[config.mk]
export PLATFORM = sky130hd
export DESIGN_NAME = uvs_div
export DESIGN_NICKNAME = d
export VERILOG_FILES = /design/src/hdl/uvs_pkg.sv /design/src/hdl/uvs_div.sv
export SDC_FILE = /design/constraint.sdc
export NUM_CORES = 1
export LEC_CHECK = 0
export BUFFER_PORTS_ARGS = -buffer_cell sky130_fd_sc_hd__buf_4
export CAP_MARGIN = 0
export CORE_UTILIZATION = 50
export DETAILED_ROUTE_END_ITERATION = 8
export PLACE_DENSITY = 0.66
export SLEW_MARGIN = 20
export SYNTH_ARGS = -nofsm -noshare
export SYNTH_HDL_FRONTEND = slang
export SYNTH_SLANG_ARGS = --single-unit
export TNS_END_PERCENT = 50
[constraint.sdc]
create_clock -name clk -period 20.4 [get_ports clk]
set_input_delay 1.02 -clock clk [delete_from_list [all_inputs] [get_ports clk]]
set_output_delay 1.02 -clock clk [all_outputs]
set_load 0.01 [all_outputs]
[src/hdl/uvs_pkg.sv]
// ----------------------------------------------------------------------------
// UV sphere package
// Shared constants, types and helper functions of the UV sphere vertex
// generator: angle constants, the arctangent table and rounding helpers.
// ----------------------------------------------------------------------------
package uvs_pkg;

	// Configuration register indexes.
	localparam logic [1:0] REG_RADIUS  = 2'd0;
	localparam logic [1:0] REG_STACKS  = 2'd1;
	localparam logic [1:0] REG_SECTORS = 2'd2;

	localparam logic [15:0] RADIUS_RST  = 16'd256;
	localparam logic [7:0]  STACKS_RST  = 8'd16;
	localparam logic [7:0]  SECTORS_RST = 8'd32;

	// Long division: dividend width and quotient bits per stage.
	localparam int DIV_W      = 41;
	localparam int DIV_STEP   = 4;
	localparam int DIV_STAGES = (DIV_W + DIV_STEP - 1) / DIV_STEP;

	// Rotation unit in Q2.30.
	localparam int TRIG_ITERATIONS = 16;
	localparam int TRIG_ITER_USED  = (TRIG_ITERATIONS > 24) ? 24 : TRIG_ITERATIONS;
	localparam int CORDIC_W        = 32;
	localparam int CORDIC_STEP     = 2;
	localparam int CORDIC_STAGES   = (TRIG_ITER_USED + CORDIC_STEP - 1) / CORDIC_STEP;
	localparam logic signed [CORDIC_W-1:0] GAIN_Q30 = 32'sd652032874;

	localparam int POST_STAGES = 4;
	// Input register, divider, angle fold, rotation, products, output register.
	localparam int PIPE_LAT = 1 + DIV_STAGES + 1 + CORDIC_STAGES + POST_STAGES + 1;

	localparam logic [DIV_W-1:0] PI_U     = 41'd3373259426;
	localparam logic [DIV_W-1:0] TWO_PI_U = 41'd6746518852;

	localparam logic signed [34:0] PI_S         = 35'sd3373259426;
	localparam logic signed [34:0] HALF_PI_S    = 35'sd1686629713;
	localparam logic signed [34:0] THR_HALF_PI_S = 35'sd5059889139;
	localparam logic signed [34:0] TWO_PI_S     = 35'sd6746518852;

	localparam int POS_LIM  = 65535;
	localparam int NORM_LIM = 16384;

	typedef struct packed {
		logic        err;
		logic        neg;
		logic [16:0] tex_s;
		logic [16:0] tex_t;
	} uvs_side_t;

	function automatic logic signed [CORDIC_W-1:0] atan_q30(input int unsigned k);
		logic signed [CORDIC_W-1:0] v;
		v = '0;
		unique case (k)
			0:  v = 32'sd843314857;
			1:  v = 32'sd497837829;
			2:  v = 32'sd263043837;
			3:  v = 32'sd133525159;
			4:  v = 32'sd67021687;
			5:  v = 32'sd33543516;
			6:  v = 32'sd16775851;
			7:  v = 32'sd8388437;
			8:  v = 32'sd4194283;
			9:  v = 32'sd2097149;
			10: v = 32'sd1048576;
			11: v = 32'sd524288;
			12: v = 32'sd262144;
			13: v = 32'sd131072;
			14: v = 32'sd65536;
			15: v = 32'sd32768;
			16: v = 32'sd16384;
			17: v = 32'sd8192;
			18: v = 32'sd4096;
			19: v = 32'sd2048;
			20: v = 32'sd1024;
			21: v = 32'sd512;
			22: v = 32'sd256;
			23: v = 32'sd128;
			default: v = '0;
		endcase
		return v;
	endfunction

	// Round half up by 2^k, then clamp to +-lim.
	function automatic logic signed [17:0] rnd_clamp(input logic signed [67:0] v,
			input int unsigned k, input int lim);
		logic signed [67:0] t;
		logic signed [67:0] l;
		t = (v + (68'sd1 <<< (k - 1))) >>> k;
		l = 68'(lim);
		if (t > l)
			t = l;
		else if (t < -l)
			t = -l;
		return t[17:0];
	endfunction

endpackage

[src/hdl/uvs_div.sv]
// ----------------------------------------------------------------------------
// UV sphere divider
// Pipelined restoring long division of a wide dividend by an 8-bit divisor,
// a few quotient bits per stage.
// ----------------------------------------------------------------------------
module uvs_div import uvs_pkg::*; (
	input  logic             clk,
	input  logic             en,
	input  logic [7:0]       divisor,
	input  logic [DIV_W-1:0] dividend,
	output logic [DIV_W-1:0] quotient
);

	logic [7:0]       rem_s [DIV_STAGES];
	logic [DIV_W-1:0] dvd_s [DIV_STAGES];
	logic [DIV_W-1:0] quo_s [DIV_STAGES];

	for (genvar g = 0; g < DIV_STAGES; g++) begin : g_stage
		logic [7:0]       rem_in;
		logic [DIV_W-1:0] dvd_in;
		logic [DIV_W-1:0] quo_in;
		logic [7:0]       rem_nx;
		logic [DIV_W-1:0] dvd_nx;
		logic [DIV_W-1:0] quo_nx;

		if (g == 0) begin : g_first
			assign rem_in = '0;
			assign dvd_in = dividend;
			assign quo_in = '0;
		end else begin : g_next
			assign rem_in = rem_s[g-1];
			assign dvd_in = dvd_s[g-1];
			assign quo_in = quo_s[g-1];
		end

		always_comb begin : p_step
			logic [8:0] r9;
			r9     = '0;
			rem_nx = rem_in;
			dvd_nx = dvd_in;
			quo_nx = quo_in;
			for (int m = 0; m < DIV_STEP; m++) begin
				if (g * DIV_STEP + m < DIV_W) begin
					r9     = {rem_nx, dvd_nx[DIV_W-1]};
					dvd_nx = {dvd_nx[DIV_W-2:0], 1'b0};
					if (r9 >= {1'b0, divisor}) begin
						r9     = r9 - {1'b0, divisor};
						quo_nx = {quo_nx[DIV_W-2:0], 1'b1};
					end else begin
						quo_nx = {quo_nx[DIV_W-2:0], 1'b0};
					end
					rem_nx = r9[7:0];
				end
			end
		end

		always_ff @(posedge clk) begin
			if (en) begin
				rem_s[g] <= rem_nx;
				dvd_s[g] <= dvd_nx;
				quo_s[g] <= quo_nx;
			end
		end
	end

	assign quotient = quo_s[DIV_STAGES-1];

endmodule

After elaboration in Yosys (flattened, before gate mapping)
Memories as Yosys holds them, arrays and structs flattened.
Index checks and enable logic that the tools add are counted.
- mux-type cells: 84
- $lt $le $gt $ge: 41
- add/sub/neg operators: 41
- operator list (kind ; number):
    $ge A9 B8 Y1 ; 40
    $mux W8 ; 41
    $sub A8 B8 Y8 ; 40
    $mux W1 ; 43
    $ge A1 B8 Y1 ; 1
    $sub A1 B8 Y8 ; 1
- word-level logic and storage cells: 169
- RAM bits: 979
- output and inout bits: 41
- input port bits: 51
- register bits: 0
- memories: 3
- memories (name ; words ; bits a word ; rd ports ; clocked after memory_dff ; write ports ; line ; source):
    quo_s ; 11 ; 41 ; 11 ; 0 ; 11 ; uvs_div.sv:16 ; logic [DIV_W-1:0] quo_s [DIV_STAGES];
    dvd_s ; 11 ; 40 ; 10 ; 0 ; 11 ; uvs_div.sv:15 ; logic [DIV_W-1:0] dvd_s [DIV_STAGES];
    rem_s ; 11 ; 8 ; 10 ; 0 ; 11 ; uvs_div.sv:14 ; logic [7:0] rem_s [DIV_STAGES];

Logic depth before layout (Yosys ltp)
An unclocked memory read counts as a cell.
- word-level depth: 9
- mapped depth: 41
- depth with buffers taken out: 38

Least setup slack after synthesis
Ideal clock, no wire load.
- kind: input-to-reg
- start point: in divisor[1]
- end point: mem rem_s[4][1], data pin
- setup slack: 10111 ps
- library setup time: 285 ps
- cell stages on the path: 38
- buffers on the path: 1
- arrival: 10003 ps
- data required time: 20115 ps
- cells stage by stage: inv_1 > ha_1 > nor2b_1 > o31a_1 > a2bb2oi_1 > o21ba_2 > nor2_1 > mux2_2 > inv_1 > ha_1 > nor2b_1 > o21ai_0 > a21oi_1 > o211ai_1 > nor3b_1 > buf_2 > inv_1 > mux2_2 > [2 not listed] > a21o_1 > a21oi_1 > o21ai_0 > nand2b_1 > a221oi_4 > inv_2 > nor2_1 > a21oi_1 > ha_1 > nor2b_1 > o21ai_0 > a21boi_0 > o21ai_0 > a211o_1 > a21oi_1 > nor2_1 > mux2i_2 > a221oi_1
- RTL lines (item ; line ; source):
    start: declaration ; uvs_div.sv:9 ; input logic [7:0] divisor,
    end: declaration ; uvs_div.sv:14 ;

==> out/metrics.cfg <==
[cts]
cts_hold_buffers=0
cts_tree=yes
post_cts_resize_count=0
cts_made_buffers=57
clk_pin_slew_ns=0.07
cts_sinks=531
clkLatencyLatePin_ns=0.63
postCtsSetupBuffers=0
clockBufferDepth=3
cts-htree-levels=2
cts_root_buffer=clkbuf_16

[floorplanning]
io_pins=92
die_y_um=258
start_util=0.507
dieArea_um2=66400
row_count=93
die_w_um=258
coreArea_um2=64500

[job]
drv_cap=0

[min_path]
hold_depth=0
holdCritStartpoint=dvd_s[7][31]
hp-class=reg -> reg
min_to=dvd_s[8][35]

[global_routing]
grt_max_degree=99
antenna_found_initial=0
grt_pass1_wl_mm=110
grt_pass1_vias=21100
grt_overflow=0
track_usage=0.205

[yosys]
synth_xor_area_frac=0.0474
ys_types=102
yosysTopAreaCellShare=0.488
synth_nets=3120
syn-cell-area_um2=32700
syn_inst=2708
ys.flop_type=edfxtp_1
async_flop_share=0
yosysMostFrequentCell=edfxtp_1
synth_top_area_cell=edfxtp_1
synth_area_leaders=edfxtp_1 (49%), ha_1 (12%), mux2_2 (5.7%)
ys_ff_latch=531
synth_edf_count=531
synth_top_family_by_area=adder cells
synthAdderAreaFrac=0.147
yosysWarnings=0
yosys.area_share.simple=0.0952
synth-compound-area-share=0.125
synth-seq-area-share=0.488
avgSynthCellArea_um2=12.1
synthTopCellsByCount=edfxtp_1 (531), ha_1 (322), inv_1 (179)
synthMuxAreaShare=0.0718

[sta]
slew_headroom=0.376
drv_slew=0
rsz0062_at_grt=no
fin_skew_ns=0.0210
hold_viol=0
fin_ws_ns=9.93
finalCritPeriodShare=0.513
setup_viol=0
min_period_ns=10.47
totalNegativeSetupSlack_ns=0
fmax_mhz=95.5
tightest_slew_ns=0.936

[critical_path]
path_class=in -> reg
cpPeakStageDelay_ns=0.79
rr_worst_depth=34
cp-start-kind=input port
regToRegSetupSlack_ns=10.84
required_ns=20.77
r2r_end=rem_s[1][1]
cp_slowest_cell=a311oi_2
path_max_fanout=23
endpoint_kind=flip-flop
cpMostUsedCell=o21ai_0
worstPathArrival_ns=10.84
r2r_start=rem_s[0][5]
crit_path_start=divisor[4]

[placed_design]
globalplace.congestion=0.892
dpl.cell_count=3650
place_ws_ns=9.31
io_buffers=91
dp_hpwl_mm=47.9

[routing]
firstDrtPassIters=6
first_iter_violations=1385
num_vias=21500
wl_per_cell_um=18.1
viasPerCell=5.71
drc=0
routed_wirelength_mm=68.1
postRouteAntennaNets=0

[layout]
area_growth_pct=11.6
final_cells=3757
diodes=0
nNetsFinal=3267
drive_above_1_share=0.157

[outcome]
status=finished clean

==> registers in the layout, indices dropped and copies added (netlist names) <==
| signal | flops |
|---|---|
| quo_s | 261 |
| dvd_s | 190 |
| rem_s | 80 |
==> placed cells by master, fill, tap and decap left out, drive strengths merged, types with 8 or more instances in the layout <==
cell and count:
a21o 59, a31oi 12, o21ai 147, nand4 48, a21oi 156, and2 11, clkbuf 63, mux2i 47
nand3 43, o31a 8, nor3 38, o211ai 16, a221oi 10, nand2b 30, inv 187, o21a 31
a211oi 22, nor2b 74, fa 39, clkinv 22, nor2 173, nor4 8, buf 117, o31ai 14
bufinv 9, xor2 59, clkinvlp 9, or3 8, nand2 119, or2 25, a21boi 24, xnor2 118
and3 14, o21bai 26, mux2 166, ha 322, edfxtp 531
==> critical path, delay by kind of cell <==
kind / cells / cell delay (ns)
simple gates: 8 / 1.08
buf+inv: 7 / 1.41
mux: 3 / 0.83
fa+ha+maj: 4 / 1.30
compound gates: 18 / 5.18
==> routing by layer <==
layer	vias to the layer above	wire [um]	global-route usage
met3	122	2760	0.0251
met1	10300	31400	0.278
met2	482	32100	0.342
met4	0	1810	0.0659
li1	10500	-	-
met5	-	0	0
==> through the flow <==
stage / utilization / area [um^2] / hold WS, ns
after detailed placement: 0.535 / 34500 / 0.405
after floorplan: - / 32700 / 0.400
after global placement: 0.535 / 34500 / 0.401
after global routing: 0.566 / 36500 / 0.409
final: 0.566 / 36500 / 0.402
after CTS: 0.565 / 36400 / 0.400
==> logic make-up (layout without fill, tap and decap cells) <==
logic type / after synthesis / count (layout)
xor+xnor: 177 / 177
mux: 213 / 213
simple gates: 617 / 617
flops: 531 / 531
fa+ha+maj: 361 / 361
compound gates: 596 / 596
buf+inv: 213 / 407
==> worst max path at each step <==
stage / to / slack, ns / cells after the start
after floorplan: rem_s[4][1] / 10.11 / 38
after detailed placement: rem_s[3][5] / 9.31 / 40
after global routing: rem_s[9][4] / 8.99 / 41
final: rem_s[9][3] / 9.93 / 40
after CTS: rem_s[3][5] / 9.97 / 40
after global placement: rem_s[9][2] / 9.49 / 40
==> layout make-up <==
class	count	area [um^2]
inverter	184	692
clock inverter	43	505
timing repair buffer	117	886
fill	5262	28000
tap	855	1070
multi-input combinational	1964	15900
clock buffer	63	1450
sequential	531	15900
Power is left out: the tool's default activity adds up to more than one toggle a clock period on the data nets, which glitch-free logic cannot reach.
