### config.mk
export PLATFORM = sky130hd
export DESIGN_NAME = uvs_cordic
export DESIGN_NICKNAME = d
export VERILOG_FILES = /design/src/hdl/uvs_pkg.sv /design/src/hdl/uvs_cordic.sv
export SDC_FILE = /design/constraint.sdc
export NUM_CORES = 2
export LEC_CHECK = 0
export BUFFER_PORTS_ARGS = -buffer_cell sky130_fd_sc_hd__buf_2
export CORE_MARGIN = 2
export CORE_UTILIZATION = 60
export DETAILED_ROUTE_END_ITERATION = 12
export HOLD_SLACK_MARGIN = 0.05
export PLACE_DENSITY = 0.79
export SYNTH_ARGS = -nofsm -noshare
export SYNTH_HDL_FRONTEND = slang
export SYNTH_SLANG_ARGS = --single-unit
export TNS_END_PERCENT = 1
### constraint.sdc
create_clock -name clk -period 7.96 [get_ports clk]
set_input_delay 0.398 -clock clk [delete_from_list [all_inputs] [get_ports clk]]
set_output_delay 0.398 -clock clk [all_outputs]
set_load 0.05 [all_outputs]
### src/hdl/uvs_pkg.sv
// ----------------------------------------------------------------------------
// UV sphere package
// Shared constants, types and helper functions of the UV sphere vertex
// generator: angle constants, the arctangent table and rounding helpers.
// ----------------------------------------------------------------------------
package uvs_pkg;

	// Configuration register indexes.
	localparam logic [1:0] REG_RADIUS  = 2'd0;
	localparam logic [1:0] REG_STACKS  = 2'd1;
	localparam logic [1:0] REG_SECTORS = 2'd2;

	localparam logic [15:0] RADIUS_RST  = 16'd256;
	localparam logic [7:0]  STACKS_RST  = 8'd16;
	localparam logic [7:0]  SECTORS_RST = 8'd32;

	// Long division: dividend width and quotient bits per stage.
	localparam int DIV_W      = 41;
	localparam int DIV_STEP   = 4;
	localparam int DIV_STAGES = (DIV_W + DIV_STEP - 1) / DIV_STEP;

	// Rotation unit in Q2.30.
	localparam int TRIG_ITERATIONS = 16;
	localparam int TRIG_ITER_USED  = (TRIG_ITERATIONS > 24) ? 24 : TRIG_ITERATIONS;
	localparam int CORDIC_W        = 32;
	localparam int CORDIC_STEP     = 2;
	localparam int CORDIC_STAGES   = (TRIG_ITER_USED + CORDIC_STEP - 1) / CORDIC_STEP;
	localparam logic signed [CORDIC_W-1:0] GAIN_Q30 = 32'sd652032874;

	localparam int POST_STAGES = 4;
	// Input register, divider, angle fold, rotation, products, output register.
	localparam int PIPE_LAT = 1 + DIV_STAGES + 1 + CORDIC_STAGES + POST_STAGES + 1;

	localparam logic [DIV_W-1:0] PI_U     = 41'd3373259426;
	localparam logic [DIV_W-1:0] TWO_PI_U = 41'd6746518852;

	localparam logic signed [34:0] PI_S         = 35'sd3373259426;
	localparam logic signed [34:0] HALF_PI_S    = 35'sd1686629713;
	localparam logic signed [34:0] THR_HALF_PI_S = 35'sd5059889139;
	localparam logic signed [34:0] TWO_PI_S     = 35'sd6746518852;

	localparam int POS_LIM  = 65535;
	localparam int NORM_LIM = 16384;

	typedef struct packed {
		logic        err;
		logic        neg;
		logic [16:0] tex_s;
		logic [16:0] tex_t;
	} uvs_side_t;

	function automatic logic signed [CORDIC_W-1:0] atan_q30(input int unsigned k);
		logic signed [CORDIC_W-1:0] v;
		v = '0;
		unique case (k)
			0:  v = 32'sd843314857;
			1:  v = 32'sd497837829;
			2:  v = 32'sd263043837;
			3:  v = 32'sd133525159;
			4:  v = 32'sd67021687;
			5:  v = 32'sd33543516;
			6:  v = 32'sd16775851;
			7:  v = 32'sd8388437;
			8:  v = 32'sd4194283;
			9:  v = 32'sd2097149;
			10: v = 32'sd1048576;
			11: v = 32'sd524288;
			12: v = 32'sd262144;
			13: v = 32'sd131072;
			14: v = 32'sd65536;
			15: v = 32'sd32768;
			16: v = 32'sd16384;
			17: v = 32'sd8192;
			18: v = 32'sd4096;
			19: v = 32'sd2048;
			20: v = 32'sd1024;
			21: v = 32'sd512;
			22: v = 32'sd256;
			23: v = 32'sd128;
			default: v = '0;
		endcase
		return v;
	endfunction

	// Round half up by 2^k, then clamp to +-lim.
	function automatic logic signed [17:0] rnd_clamp(input logic signed [67:0] v,
			input int unsigned k, input int lim);
		logic signed [67:0] t;
		logic signed [67:0] l;
		t = (v + (68'sd1 <<< (k - 1))) >>> k;
		l = 68'(lim);
		if (t > l)
			t = l;
		else if (t < -l)
			t = -l;
		return t[17:0];
	endfunction

endpackage

### src/hdl/uvs_cordic.sv
// ----------------------------------------------------------------------------
// UV sphere rotation unit
// Rotation-mode CORDIC in Q2.30, two iterations per pipeline stage, giving
// cosine and sine of an angle in [-pi/2, pi/2].
// ----------------------------------------------------------------------------
module uvs_cordic import uvs_pkg::*; (
	input  logic                       clk,
	input  logic                       en,
	input  logic signed [CORDIC_W-1:0] angle,
	output logic signed [CORDIC_W-1:0] cos_val,
	output logic signed [CORDIC_W-1:0] sin_val
);

	logic signed [CORDIC_W-1:0] x_s [CORDIC_STAGES];
	logic signed [CORDIC_W-1:0] y_s [CORDIC_STAGES];
	logic signed [CORDIC_W-1:0] z_s [CORDIC_STAGES];

	for (genvar g = 0; g < CORDIC_STAGES; g++) begin : g_stage
		logic signed [CORDIC_W-1:0] x_in, y_in, z_in;
		logic signed [CORDIC_W-1:0] x_nx, y_nx, z_nx;

		if (g == 0) begin : g_first
			assign x_in = GAIN_Q30;
			assign y_in = '0;
			assign z_in = angle;
		end else begin : g_next
			assign x_in = x_s[g-1];
			assign y_in = y_s[g-1];
			assign z_in = z_s[g-1];
		end

		always_comb begin : p_iter
			logic signed [CORDIC_W-1:0] dx;
			logic signed [CORDIC_W-1:0] dy;
			dx   = '0;
			dy   = '0;
			x_nx = x_in;
			y_nx = y_in;
			z_nx = z_in;
			for (int m = 0; m < CORDIC_STEP; m++) begin
				if (g * CORDIC_STEP + m < TRIG_ITER_USED) begin
					dx = y_nx >>> (g * CORDIC_STEP + m);
					dy = x_nx >>> (g * CORDIC_STEP + m);
					if (!z_nx[CORDIC_W-1]) begin
						x_nx = x_nx - dx;
						y_nx = y_nx + dy;
						z_nx = z_nx - atan_q30(g * CORDIC_STEP + m);
					end else begin
						x_nx = x_nx + dx;
						y_nx = y_nx - dy;
						z_nx = z_nx + atan_q30(g * CORDIC_STEP + m);
					end
				end
			end
		end

		always_ff @(posedge clk) begin
			if (en) begin
				x_s[g] <= x_nx;
				y_s[g] <= y_nx;
				z_s[g] <= z_nx;
			end
		end
	end

	assign cos_val = x_s[CORDIC_STAGES-1];
	assign sin_val = y_s[CORDIC_STAGES-1];

endmodule

; Yosys cells after proc, flatten, opt, wreduce, memory -nomap -nowiden
; Memory sizes are Yosys's and may differ from the RTL's.
; Cells that the tools add are included.
[totals]
register_bits = 0
ram_bits = 768
n_memories = 3
[classes]
add_sub_neg = 92
n_mux = 81
[mem_list]
columns = name, depth, width, rd, rd_ports_with_merged_regs, write_ports, line
row1 = x_s, 8, 32, 8, 0, 8, uvs_cordic.sv:14  ; logic signed [CORDIC_W-1:0] x_s [CORDIC_STAGES];
row2 = y_s, 8, 32, 8, 0, 8, uvs_cordic.sv:15  ; logic signed [CORDIC_W-1:0] y_s [CORDIC_STAGES];
row3 = z_s, 8, 32, 7, 0, 8, uvs_cordic.sv:16  ; logic signed [CORDIC_W-1:0] z_s [CORDIC_STAGES];
[op_table]
columns = cell, n
row1 = 32-bit two-way mux, 79
row2 = 32-bit adder, 16
row3 = 32-bit subtractor, 16
row4 = 32-bit by 17-bit adder with 32-bit output, 2
row5 = 32-bit by 18-bit adder with 32-bit output, 2
row6 = 32-bit by 19-bit adder with 32-bit output, 2
row7 = 32-bit by 20-bit adder with 32-bit output, 2
row8 = 32-bit by 21-bit adder with 32-bit output, 2
row9 = 32-bit by 22-bit adder with 32-bit output, 2
row10 = 32-bit by 23-bit adder with 32-bit output, 2
row11 = 32-bit by 24-bit adder with 32-bit output, 2
row12 = 32-bit by 25-bit adder with 32-bit output, 2
row13 = 32-bit by 26-bit adder with 32-bit output, 2
row14 = 32-bit by 27-bit adder with 32-bit output, 2
row15 = 32-bit by 28-bit adder with 32-bit output, 2
row16 = 32-bit by 29-bit adder with 32-bit output, 2
row17 = 32-bit by 30-bit adder with 32-bit output, 2
row18 = 32-bit by 17-bit subtractor with 32-bit output, 2
row19 = 32-bit by 18-bit subtractor with 32-bit output, 2
row20 = 32-bit by 19-bit subtractor with 32-bit output, 2
row21 = 32-bit by 20-bit subtractor with 32-bit output, 2
row22 = 32-bit by 21-bit subtractor with 32-bit output, 2
row23 = 32-bit by 22-bit subtractor with 32-bit output, 2
row24 = 32-bit by 23-bit subtractor with 32-bit output, 2
row25 = other kinds (12), 20

; Longest topological paths before layout
; An unclocked memory read counts as a cell.
[logic_depth]
ltp_word = 7
ltp_mapped = 36

; Least setup slack after synthesis
; Ideal clock, no wire load.
[synth_timing]
path_kind = register to register
start = mem y_s[6][18], in the netlist y_s[1][82]
end = mem y_s[7][31], in the netlist y_s[1][127], data pin
setup_time_ns = 0.267
arrival_ns = 7.717
required_ns = 7.693
path_slack_ns = -0.024
stages_incl_launch_ff = 35
n_path_buf = 0
period_less_slack_ns = 7.984
cell_sequence = edfxtp_1 > or4_1 > nor4_1 > nand2b_1 > nor4_4 > nor4b_2 > nand2_1 > o21ai_1 > nand2_1 > ha_1 > a21o_1 > a21o_1 > a21oi_1 > o21ai_0 > and2_1 > a211o_1 > a21o_1 > o21ba_2 > o311ai_0 > nand4b_1 > o31ai_2 > xnor2_1 > ha_1 > a21o_1 > a21o_1 > a21oi_1 > o21ai_0 > a211oi_1 > o21ai_0 > a41oi_1 > a2111oi_0 > nor3b_1 > a21oi_1 > xnor2_1 > xnor2_1
[synth_lines]
columns = element, line
row1 = "start, declared", uvs_cordic.sv:15

==> results.md <==
* Die area at roughly 160000 um^2
* Required time at the endpoint of the critical path at 8390 ps
* CTS tree: built
* Warning count from the yosys run at 0
* Number of antenna violations at the first check in global routing at 2
* RSZ-0062 raised after global routing: true
* Cell with the largest stage delay on the worst path: or4_4
* H-tree depth at 3
* Area of the placeable core at 156000 um^2
* Outcome: completed
* Antenna Nets Post-Route at 0
* Max Buffers Root-to-Sink at 3
* Layout cells sized above 1 at under 10%
* Top cells by count, synth: ha_1, a21oi_1, nor2_1, xnor2_1, nand2_1
* TritonCTS Buffers at 80
* Post-synthesis area per instance at between 8 and 9 um^2
* Total detailed-routing wirelength at approximately 280000 um
* Maximum number of pins on one net before global-route repair at about 160
* Seq/Total Area, Yosys at 20.2%
* # clock sinks at about 630
* I/O pin cnt at 98
* Crit path largest cell delay at 590 ps
* Gr ovfl total at 0
* Transition at the pin with the smallest max-transition slack at roughly 1100 ps
* Hold slack at 144 ps
* Fmax at 129 MHz
* Number of fill cells at about 13000
* Synth cell types at between 100 and 150
* Number of instances in the synthesized netlist at ~11000
* Clock transition at the registers of the reported paths at ~60 ps
* Clock root buffer: clkbuf_16
* DRC violation total after the first TritonRoute iteration at between 6000 and 7000
* Drt first pass iters at 8
* Hold Path Class: in2reg
* Post-route cell area at 103000 um^2
* Source-to-sink clock delay at the later pin of the worst-skew pair at between 700 and 800 ps
* Count of buffers inserted at the top-level ports at just under 100
* Cell types occupying the most area after synthesis: edfxtp_1, ha_1, xnor2_1, a21oi_1, xor2_1
* Crit Path Category: reg2reg
* Fraction of post-synthesis cell area in the top cell type by area at 20.2%
* Count of final hold-check violations at 0
* Final-stage net count at 13300
* Final cell count without fillers at ~14000
* Sum of net half-perimeters after detailed placement at between 200000 and 250000 um
* Data arrival time of the critical path at around 8000 ps
* Die Wd at approximately 400 um
* Main flop type after synthesis: edfxtp_1
* Setup clock skew after layout at ~33 ps
* Height of the chip at between 300 and 400 um
* Placed Instance Area at 99600 um^2
* Number of failing setup endpoints in the final timing report at 0
* Number of remaining DRC errors at 0
* Final RePlAce weighted congestion at 0.996
* Count of final max-slew check failures at 0
* Worst slew margin relative to its limit at approximately a quarter
* FFs w/ async S/R, synth at 0%
* Effective utilization at floorplan at between 60% and 70%
* Cell area after synthesis at approximately 94000 um^2
* Most numerous cell in the Yosys netlist: ha_1
* Count of max-cap constraint violations at 0
* Wire length of the first global-routing pass at around 440000 um
* Vias after detailed routing at between 80000 and 90000
* Sum of negative setup slack at 0 ps
* Global-route total usage across every layer at 33.7%
* Final worst path period share at about 97%
* Final Critical Period at ~7800 ps
* Number of storage elements in the synthesis netlist at approximately 630
* Kind of start point of the critical path: flip-flop
* Syn_nets at between 10000 and 15000
* Biggest fanout along the worst timing path at 7
* Layout-stage area growth over the synthesis result at 10.1%
* Nature of the critical path endpoint: flip-flop
* Vias per inst at 6.32
* Most area-hungry cell type in the Yosys netlist: edfxtp_1
* Routed length per placed instance at between 20 and 25 um
* Number of placement rows at between 100 and 150
* Via count of the first global-routing pass at between 80000 and 90000
* Post-synth EDFFs at 632
* Placed cell count at between 10000 and 15000
==> flip-flops by register name, indices dropped and copies added, names as in the netlist <==
register,flops
y_s,230
x_s,226
z_s,176
==> repair_timing <==
| item | 4_1_cts | 5_1_grt |
|---|---|---|
| gates resized for setup | 4 | 171 |
| hold buffers | 1 | 0 |
| buffers inserted | 0 | 22 |
| endpoints found under the setup margin | 2 | 72 |
| pin swaps | 0 | 28 |
| hold endpoints to repair | 1 | 0 |
==> per-stage QoR <==
step                      util (%)  worst slack (ps)
after floorplan                  -              81.8
after global placement        64.0              -128
after detailed placement      64.0              -106
after CTS                     65.6              26.1
after global routing          66.3              -192
final                         66.3               203
==> routing by layer <==
metal  vias to the layer above  GRT usage, %  share of wire, %
met1                     41900          41.7                42
met2                      2753          59.3                48
met5                         -             0            0.0046
met4                         2          13.9               4.5
met3                       624          3.61               5.4
li1                      43200             -                 -
==> layout make-up <==
class	instances	area [um^2]	area share, %
multi-input combinational	9963	72400	70.2
sequential	632	19000	18.4
timing repair buffer	584	4300	4.16
tap	2058	2570	2.50
inverter	627	2360	2.28
clock buffer	91	2060	2.00
clock inverter	53	494	0.479
antenna	1	2.50	0.00243
==> layout by cell type (no fill, tap or decap), types with 83 or more instances in the layout <==
master	count
a211oi_1	107
nand4_1	92
xor2_1	508
nand2b_1	154
a31oi_1	153
nor2b_1	174
a21o_1	461
buf_4	474
o21bai_1	124
and2_1	83
nor2_1	1019
nand3_1	213
o21a_1	187
a21oi_1	1091
edfxtp_1	632
buf_2	96
nor3_1	286
and3_1	110
ha_1	1305
xnor2_1	1018
o21ai_0	683
or3_1	92
nand2_1	721
inv_1	625
o31ai_1	106
==> worst paths after layout <==
kind	cells after the start	to	start	slack [ps]
min reg2reg	0	z_s[5][16]	z_s[4][16]	420
max	35	y_s[1][127]	y_s[1][82]	200
min	1	z_s[0][28]	en	140
max reg2reg	35	y_s[1][127]	y_s[1][82]	200
==> worst max-delay path, delay by kind of cell, from the launching register on <==
family	cells	cell delay (ps)
mux	1	260
xor+xnor	2	250
flops	1	390
buf+inv	3	440
compound gates	12	2190
simple gates	15	3370
fa+ha+maj	2	600
==> kinds of logic (layout without fill, tap and decap cells) <==
group                      Yosys count  after routing  share of synthesized area [%]
xor gates and xnor gates          1534           1534                           14.4
DFF                                632            632                           20.2
adders and majority gates         1352           1352                           18.3
other                                0              1                              0
buffers and inverters              851           1355                           3.43
muxes                               86             86                          0.980
and+or+nand+nor                   3365           3365                           17.7
AOI/OAI and AO/OA                 3626           3626                           24.9
Power is not shown: default switching activity piles up to over one toggle a cycle in this logic, so the estimate is an artifact.
